$ cat config.mk
export PLATFORM = sky130hd
export DESIGN_NAME = csm_ctrl
export DESIGN_NICKNAME = d
export VERILOG_FILES = /design/src/hdl/assert_macros.svh /design/src/hdl/csm_pkg.sv /design/src/hdl/csm_ctrl.sv
export SDC_FILE = /design/constraint.sdc
export NUM_CORES = 1
export LEC_CHECK = 0
export ABC_AREA = 1
export BUFFER_PORTS_ARGS = -buffer_cell sky130_fd_sc_hd__buf_2
export CAP_MARGIN = 20
export CORE_AREA = 2 2 39 41
export DETAILED_ROUTE_END_ITERATION = 6
export DIE_AREA = 0 0 41 43
export GPL_TIMING_DRIVEN = 0
export PLACE_DENSITY = 0.53
export SLEW_MARGIN = 20
export SYNTH_ARGS = -nofsm -noshare
export SYNTH_HDL_FRONTEND = slang
export SYNTH_SLANG_ARGS = --single-unit
$ cat constraint.sdc
create_clock -name clk -period 1 [get_ports clk]
set_input_delay 0.1 -clock clk [delete_from_list [all_inputs] [get_ports clk]]
set_output_delay 0.1 -clock clk [all_outputs]
set_load 0.05 [all_outputs]
$ cat src/hdl/assert_macros.svh
// ----------------------------------------------------------------------------
// assert_macros.svh
// Shared concurrent assertion macros, clocked on clk, disabled in reset.
// ----------------------------------------------------------------------------
`ifndef ASSERT_MACROS_SVH
`define ASSERT_MACROS_SVH

// expression holds on every clock edge
`define ASSERT_ALWAYS(label, expr, msg) \
	label: assert property (@(posedge clk) disable iff (!arst_n) (expr)) else $error(msg);

// consequent holds in the same cycle as the antecedent
`define ASSERT_IMPLIES(label, ante, cons, msg) \
	label: assert property (@(posedge clk) disable iff (!arst_n) (ante) |-> (cons)) \
		else $error(msg);

// consequent holds in the cycle after the antecedent
`define ASSERT_NEXT(label, ante, cons, msg) \
	label: assert property (@(posedge clk) disable iff (!arst_n) (ante) |=> (cons)) \
		else $error(msg);

`endif

$ cat src/hdl/csm_pkg.sv
// ----------------------------------------------------------------------------
// csm_pkg
// Types and constants of the min/max contrast stretch block.
// ----------------------------------------------------------------------------
package csm_pkg;

	localparam int PIXEL_BITS    = 8;
	localparam int WORD_BITS     = 64;
	localparam int CFG_W         = 13;
	localparam int GAIN_W        = 16;
	localparam int LANES_DEF     = 8;
	localparam int MAX_WORDS_DEF = 4096;

	localparam logic [GAIN_W-1:0]     FULL_SCALE      = 16'(255 * 256);
	localparam logic [PIXEL_BITS-1:0] PIX_MAX         = 8'd255;
	localparam logic [PIXEL_BITS-1:0] PIX_MIN         = 8'd0;
	localparam logic [CFG_W-1:0]      IMAGE_WORDS_RST = 13'd1;

	localparam logic OP_LOAD = 1'b0;
	localparam logic OP_EMIT = 1'b1;

	typedef enum logic [2:0] {
		ST_LOAD,
		ST_SETUP,
		ST_DIV,
		ST_EMIT,
		ST_DRAIN
	} csm_state_t;

	typedef struct packed {
		logic                 opcode;
		logic [WORD_BITS-1:0] pixel_word;
	} in_item_t;

	typedef struct packed {
		logic [WORD_BITS-1:0] scaled_word;
		logic                 last;
	} out_item_t;

	typedef struct packed {
		logic load;
		logic emit;
		logic div_start;
	} csm_cmd_t;

	typedef struct packed {
		logic final_word;
		logic div_done;
		logic s1_free;
		logic pipe_empty;
	} csm_sts_t;

endpackage

$ cat src/hdl/csm_ctrl.sv
// ----------------------------------------------------------------------------
// csm_ctrl
// Phase controller: load, gain setup, emit and pipeline drain.
// ----------------------------------------------------------------------------
module csm_ctrl (
	input  logic                 clk,
	input  logic                 arst_n,
	input  logic                 in_valid,
	input  logic                 opcode,
	output logic                 in_ready,
	input  csm_pkg::csm_sts_t    sts,
	output csm_pkg::csm_cmd_t    cmd
);

	csm_pkg::csm_state_t state_q;
	csm_pkg::csm_state_t state_n;

	always_ff @(posedge clk or negedge arst_n) begin
		if (!arst_n) begin
			state_q <= csm_pkg::ST_LOAD;
		end else begin
			state_q <= state_n;
		end
	end

	always_comb begin
		state_n = state_q;
		unique case (state_q)
			csm_pkg::ST_LOAD: begin
				if (in_valid && opcode == csm_pkg::OP_LOAD && sts.final_word) begin
					state_n = csm_pkg::ST_SETUP;
				end
			end
			csm_pkg::ST_SETUP: begin
				state_n = csm_pkg::ST_DIV;
			end
			csm_pkg::ST_DIV: begin
				if (sts.div_done) begin
					state_n = csm_pkg::ST_EMIT;
				end
			end
			csm_pkg::ST_EMIT: begin
				if (in_valid && sts.s1_free && opcode == csm_pkg::OP_EMIT
						&& sts.final_word) begin
					state_n = csm_pkg::ST_DRAIN;
				end
			end
			csm_pkg::ST_DRAIN: begin
				if (sts.pipe_empty) begin
					state_n = csm_pkg::ST_LOAD;
				end
			end
			default: begin
				state_n = csm_pkg::ST_LOAD;
			end
		endcase
	end

	always_comb begin
		in_ready      = 1'b0;
		cmd.load      = 1'b0;
		cmd.emit      = 1'b0;
		cmd.div_start = 1'b0;
		unique case (state_q)
			csm_pkg::ST_LOAD: begin
				in_ready = 1'b1;
				cmd.load = in_valid && opcode == csm_pkg::OP_LOAD;
			end
			csm_pkg::ST_SETUP: begin
				cmd.div_start = 1'b1;
			end
			csm_pkg::ST_EMIT: begin
				in_ready = sts.s1_free;
				cmd.emit = in_valid && sts.s1_free && opcode == csm_pkg::OP_EMIT;
			end
			default: begin
				in_ready = 1'b0;
			end
		endcase
	end

endmodule

# --- After elaboration in Yosys (flattened, before gate mapping) ---
# Index checks and enable logic that the tools add are counted.
# Widths: inputs -> output; s select.
op_classes:
  bitwise_logic: 1
  n_mux: 9
  reduce_logical: 7
  n_eq_ne: 8
op_table:
  columns: ["cell", "count"]
  rows:
  - ["$pmux 3 s5", 1]
  - ["$mux 3", 4]
  - ["$ne 2x2->1 const B", 4]
  - ["$eq 3x2->1 const B", 2]
  - ["$logic_and 1x1->1", 5]
  - ["$reduce_and 4->1", 1]
  - ["$eq 3x1->1 const B", 1]
  - ["$eq 3x3->1 const B", 1]
  - ["$logic_not 3->1", 1]
  - ["$mux 1", 3]
  - ["$pmux 1 s2", 1]
  - ["$not 1->1", 1]
totals:
  wordCells: 26
  reg_bits: 3
  out_inout_bits: 4

# --- Longest topological paths before layout ---
# Gate-level depths: netlist (run 1).
depth:
  word_depth: 5
  ltp_mapped: 7
  mapped_depth_nobuf: 7

# --- Worst setup path after synthesis (run 1) ---
# OpenSTA, ideal clock, no wires.
synth_path:
  path_type: "register -> output"
  startpoint: "register state_q[1]"
  endpoint: "output port cmd[1] (netlist name)"
  path_buffers: 0
  setup_slack_ns: -0.701
  t_required_ns: 0.900
  path_stages_with_launch: 3
  t_arrival_ns: 1.601
  cell_sequence: "dfrtp_1 > nand2_2 > nor3_1"
synth_rtl:
  columns: ["item", "line_no", "rtl"]
  rows:
  - ["start, declared", "csm_ctrl.sv:15", "csm_pkg::csm_state_t state_q;"]
  - ["start signal, assigned", "csm_ctrl.sv:20", "state_q <= csm_pkg::ST_LOAD;"]
  - ["start signal, assigned", "csm_ctrl.sv:22", "state_q <= state_n;"]
  - ["end, declared", "csm_ctrl.sv:12", "output csm_pkg::csm_cmd_t cmd"]

==> results.txt, run 1 <==
Outcome -> finished with violations
Failing checks -> negative setup slack
Worst flop-to-flop path endpoint -> state_q[0]
Row count -> 14
Post-synth top area cell -> dfrtp_1
Yosys warnings -> 0
Post-Syn Nets -> 50
Port buffer count -> 11
Period minus WS final -> 1309 ps
Main combinational cell family by area after synthesis -> simple AND/OR/NAND/NOR gates
Clk pwr share -> 0.117
Antenna diodes -> 0
Number of hold violations in the final report -> 0
Critical path type -> reg2out
Max-capacitance violation count -> 0
Top Registers -> state_q (3)
Met1 usage -> 0.1000
Largest net degree at the start of global routing -> 6
Initial Util -> 0.1926
FF+latch count, synth -> 3
Sw Share -> 0.4986
Most frequent cell after synthesis -> nand2_1
Synth Area in XOR/XNOR -> 0
Critical Path RT -> 900 ps
Multiplexer share of the synthesized area -> 0
Inserted Clock Buffers -> 3
Detail Placement HPWL -> 474.1 um
Routability cong. -> 0.7965
RSZ-0062 raised after global routing -> yes
Crit Path Max Fanout -> 4
Area growth from synthesis to layout -> 107.5%
GR Layer Usage met3 -> 0.01571
First-pass GRT wire length -> 1269 um
Worst-skew pair later-pin latency -> 240 ps
Post-synthesis async set-or-reset flop share -> 1.000
Router iterations before antenna repair -> 4
R2R cell count -> 8
Worst Clk Skew -> 6.404 ps
Critical path endpoint -> cmd[2]
DRC viols -> 0
Initial antenna violation count -> 0
Switch Pwr -> 947.7 uW
RR Startpoint -> state_q[2]
CTS Root Cell -> clkbuf_4
Max Slew Vio Count -> 0
Final ANT Viol Nets -> 0
Core ar. -> 1384 um2
Maximum vdd drop -> 0.0008547 V
Post-synthesis compound-gate area fraction -> 0
Critical path startpoint -> state_q[0]
Simple-gate share of the synthesized area -> 0.6056
Total routed wirelength -> 777 um
Met2 usage -> 0.1938
Pwr dens -> 3437 nW/um2
Final Cycle Share -> 1.309
Share of cells above drive strength 1 -> 0.6567
Sequential area share after synthesis -> 0.2817
Max reg flops -> 3
Setup crit start kind -> flip-flop
Number of H-tree levels -> 1
Max Fclk -> 763.9 MHz
Vias in the first global route -> 328
P_int -> 952.9 uW
Total chip power -> 1901 uW
Post-Syn Area per Cell -> 6.345 um2
Worst Hold Margin -> 166.3 ps
EDFF count, synth -> 0
Die Y -> 43 um
Die area -> 1763 um2
Initial DRC count -> 5
Worst path arrival time -> 1210 ps
GRT overflow -> 0
Worst Setup End Kind -> output pin
Min-delay src -> sts[0]
Die Wd -> 41 um
Synthesized cell area -> 266.5 um2
Slew @ Worst Pin -> 161.7 ps
Largest Register -> state_q
Boundary Pins -> 12
P_leak -> 0.0002804 uW
Relative slew slack -> 0.8919
Post-synth cell types -> 13
Hold Crit Class -> in2reg
Yosys top cell area share -> 0.2817
Reg power frac -> 0.151
Vias per std cell -> 4.157
Top post-synthesis cells by count -> 12 x nand2_1, 7 x inv_1, 4 x nand3_1, 4 x nand4_1, 4 x nor2_1
Busiest grt layer -> met2
Reg clk slew, reported paths -> 40 ps
Adder-Cell Fraction of Synth Area -> 0
Top post-synthesis cells by area -> dfrtp_1 28%, nand2_1 17%, inv_1 9.9%
Finish-stage setup viols -> 7
Fin nets -> 76
Mapped Cells -> 42
Flop-to-flop setup slack -> -220 ps
# clock sinks -> 3
CTS tree -> done
Post-synth top flop -> dfrtp_1
Wire length per cell -> 9.361 um
Fin worst setup slack -> -309.0 ps
Combinational Power Share -> 0.733
Largest buffer count on any clock path -> 2
Via count -> 345
Gr usage total -> 0.1146
[worst max-delay path, stage by stage, from the launching register on]
cell	delay, ps
dfrtp_2	440
inv_2	70
nand2_2	60
nor2_4	90
inv_2	60
nor2_4	110
buf_8	150
[power by group through the flow]
stage	sequential, uW	combinational, uW	clock, uW
after global placement	293	845	0
after CTS	277	1330	225
final	286	1390	222
after detailed placement	293	848	0
after global routing	293	1520	233
after floorplan	271	718	0
[routing by layer]
| layer | vias up | routed length, um |
|---|---|---|
| li1 | 181 | - |
| met1 | 152 | 283 |
| met2 | 10 | 445 |
| met3 | 2 | 34 |
| met4 | 0 | 13 |
| met5 | - | 0 |
[per-stage QoR]
| step | setup TNS, ps | setup WS, ps | utilization | std cells | instance area [um2] |
|---|---|---|---|---|---|
| after floorplan | -350.0 | -135.9 | - | 42 | 295.3 |
| after global placement | -995.8 | -239.7 | 0.2676 | 69 | 370.4 |
| after detailed placement | -1002 | -234.5 | 0.2676 | 69 | 370.4 |
| after CTS | -1622 | -316.4 | 0.3852 | 82 | 533.0 |
| after global routing | -1994 | -351.1 | 0.3996 | 83 | 553.0 |
| final | -1583 | -309.0 | 0.3996 | 83 | 553.0 |
[how the worst min path moves through the flow]
stage	slack, ps	depth (start not counted)	end
finish	170	4	state_q[2]
global route	190	2	state_q[0]
CTS	150	4	state_q[2]
detailed placement	-100	1	state_q[1]
global placement	-100	1	state_q[1]
floorplan	-200	0	state_q[0]
[what timing repair did]
item,4_1_cts,5_1_grt
setup buffers,10,2
pin swaps,15,12
hold buffers,1,0
hold endpoints to repair,3,0
setup endpoints to repair,7,7
gates resized for setup,18,6
cloned,0,0
[layout make-up]
type	instances	area [um2]
Sequential cell	3	78.83
Multi-Input combinational cell	31	225.2
Clock buffer	4	26.28
Timing Repair Buffer	21	168.9
Inverter	8	33.78
Fill cell	142	830.8
Tap cell	16	20.02
[cell usage in the layout, fill, tap and decap left out]
cell	count
nand2_1	8
buf_4	8
buf_2	7
inv_1	4
nand2_2	4
nor2_4	4
nand4_1	4
inv_2	3
nand3_1	3
nand2_4	3
clkbuf_4	3
buf_6	3
dfrtp_2	3
nor2_1	2
buf_8	2
clkinvlp_4	1
nor3_4	1
nand3_4	1
nand3_2	1
clkbuf_1	1
dlygate4sd3_1	1
[cell families (layout without fill, tap and decap cells)]
kind of cell	after synthesis	after routing
AND/OR/NAND/NOR	31	31
buffers and inverters	8	33
flip-flops	3	3
Note: power is estimated with default switching activity, not from simulation.
==> run 2, diff against run 1 <==
Settings changed: CELL_PAD_IN_SITES_DETAIL_PLACEMENT set to 1, CELL_PAD_IN_SITES_GLOBAL_PLACEMENT set to 2, CORE_AREA 2 2 39 41 to not set, CORE_MARGIN set to 2, CORE_UTILIZATION set to 18, DIE_AREA 0 0 41 43 to not set, PLACE_DENSITY 0.53 to 0.78.
Clock period 1 ns to 1.15 ns, I/O delays scaled along.
==> results.txt, run 2 (synthesis gave the netlist of run 1 again) <==
Inserted Clock Buffers -> 3
Max-capacitance violation count -> 0
Detail Placement HPWL -> 526.4 um
Area growth from synthesis to layout -> 108.0%
CTS Root Cell -> clkbuf_4
R2R cell count -> 7
Failing checks -> negative setup slack
DRC viols -> 0
Total routed wirelength -> 913 um
Top Registers -> state_q (3)
Outcome -> finished with violations
Worst-skew pair later-pin latency -> 230 ps
Boundary Pins -> 12
Vias per std cell -> 4.542
RSZ-0062 raised after global routing -> yes
Flop-to-flop setup slack -> -60 ps
Die Y -> 42.48 um
Die area -> 1805 um2
Initial DRC count -> 7
Worst Hold Margin -> 174.7 ps
Finish-stage setup viols -> 5
# clock sinks -> 3
Relative slew slack -> 0.8922
CTS tree -> done
Row count -> 13
Worst path arrival time -> 1210 ps
Commonest non-fill, non-tap cells in the layout -> 10 x nand2_1, 8 x buf_4, 7 x buf_2
Critical path type -> reg2out
Final Cycle Share -> 1.151
Number of hold violations in the final report -> 0
Crit path max-delay family -> flip-flops
First-pass GRT wire length -> 1414 um
WP buf/inv -> 2
Period minus WS final -> 1323 ps
Max Slew Vio Count -> 0
Hold Crit Depth -> 4
Place WS -> -118.8 ps
Final ANT Viol Nets -> 0
Max Fclk -> 755.8 MHz
Most common cell after layout, fill and taps aside -> nand2_1
Router iterations before antenna repair -> 2
Share of cells above drive strength 1 -> 0.6176
Worst path max stage delay -> 420 ps
Number of H-tree levels -> 1
Crit Path Max Fanout -> 4
Largest buffer count on any clock path -> 2
Core ar. -> 1350 um2
Worst flop-to-flop path endpoint -> state_q[0]
Largest Register -> state_q
Port buffer count -> 11
Worst Clk Skew -> 5.688 ps
Gr usage total -> 0.1067
Fin nets -> 77
Critical path depth -> 5
Setup crit start kind -> flip-flop
Wire length per cell -> 11.00 um
Max reg flops -> 3
Fill cells -> 170
Antenna diodes -> 0
Critical Path RT -> 1030 ps
GRT overflow -> 0
CP max-delay cell -> dfrtp_2
P_leak -> 0.0002940 uW
Maximum vdd drop -> 0.0006810 V
Largest net degree at the start of global routing -> 6
Slew @ Worst Pin -> 161.7 ps
Initial Util -> 0.1974
RR Startpoint -> state_q[0]
Initial antenna violation count -> 0
Via count -> 377
Routability cong. -> 0.7335
Reg clk slew, reported paths -> 30 ps
Vias in the first global route -> 369
Fin worst setup slack -> -173.1 ps
Die Wd -> 42.48 um
Hold Crit Class -> in2reg
Pwr dens -> 3032 nW/um2
Crit-path cells -> buf_4 -> nor2_4 -> nand2_1 -> nand2_2 -> buf_8
Post-Route Utilization -> 0.4106
Worst Setup End Kind -> output pin
Min-delay src -> sts[0]
Endpoint, Worst Hold -> state_q[2]
-- run 2: routing by layer --
layer,global-route usage,up-vias,share of wire
li1,-,184,-
met5,0,-,0
met1,0.1111,179,0.37
met3,0.02586,4,0.032
met4,0.07500,0,0.024
met2,0.1846,10,0.58
-- run 2: cell type report --
type                    instances  area, um2  share of cell area
well taps                      15      18.77             0.03386
flip-flops and latches          3      78.83              0.1422
multi-input cells              31      220.2              0.3973
repair buffers                 22      180.2              0.3251
inverters                       8      30.03             0.05418
clock buffers                   4      26.28             0.04740
-- run 2: worst register-to-register path: stages, from the launching register on --
cell,delay (ps)
dfrtp_2,440
buf_4,160
nor2_4,140
nand3_4,110
nand2_1,70
inv_1,40
nand4_1,70
nand2_1,60
-- run 2: repair_timing --
| item | 4_1_cts | 5_1_grt |
|---|---|---|
| pin swaps | 8 | 8 |
| setup endpoints to repair | 5 | 7 |
| resized for setup | 15 | 7 |
| hold buffers | 1 | 0 |
| setup buffers | 10 | 2 |
| endpoints found under the hold margin | 3 | 0 |
-- run 2: stage by stage --
| stage | instances | total power, uW | cell area (um2) | TNS, ps |
|---|---|---|---|---|
| 3_5_place_dp | 68 | 990.1 | 365.4 | -256.6 |
| 3_3_place_gp | 68 | 989.5 | 365.4 | -254.7 |
| 5_1_grt | 83 | 1813 | 554.3 | -987.3 |
| 6_report | 83 | 1681 | 554.3 | -602.5 |
| 2_1_floorplan | 42 | 844.0 | 291.5 | -0.9305 |
| 4_1_cts | 83 | 1587 | 529.3 | -528.2 |
-- run 2: where the power goes --
part	internal [uW]	leakage [uW]	total (uW)	switching, uW
combinational	549	0.000244	1250	699
clock	130	0.0000150	182	52.5
sequential	166	0.0000345	251	85.0
total	844	0.000294	1680	836
-- run 2: how the worst max path moves through the flow --
stage / from / to / slack (ps)
after global placement: state_q[1] / in_ready / -120
after floorplan: state_q[2] / cmd[2] / -0.9
after detailed placement: state_q[1] / in_ready / -120
final: state_q[2] / in_ready / -170
after CTS: state_q[2] / cmd[2] / -160
after global routing: state_q[0] / cmd[2] / -240
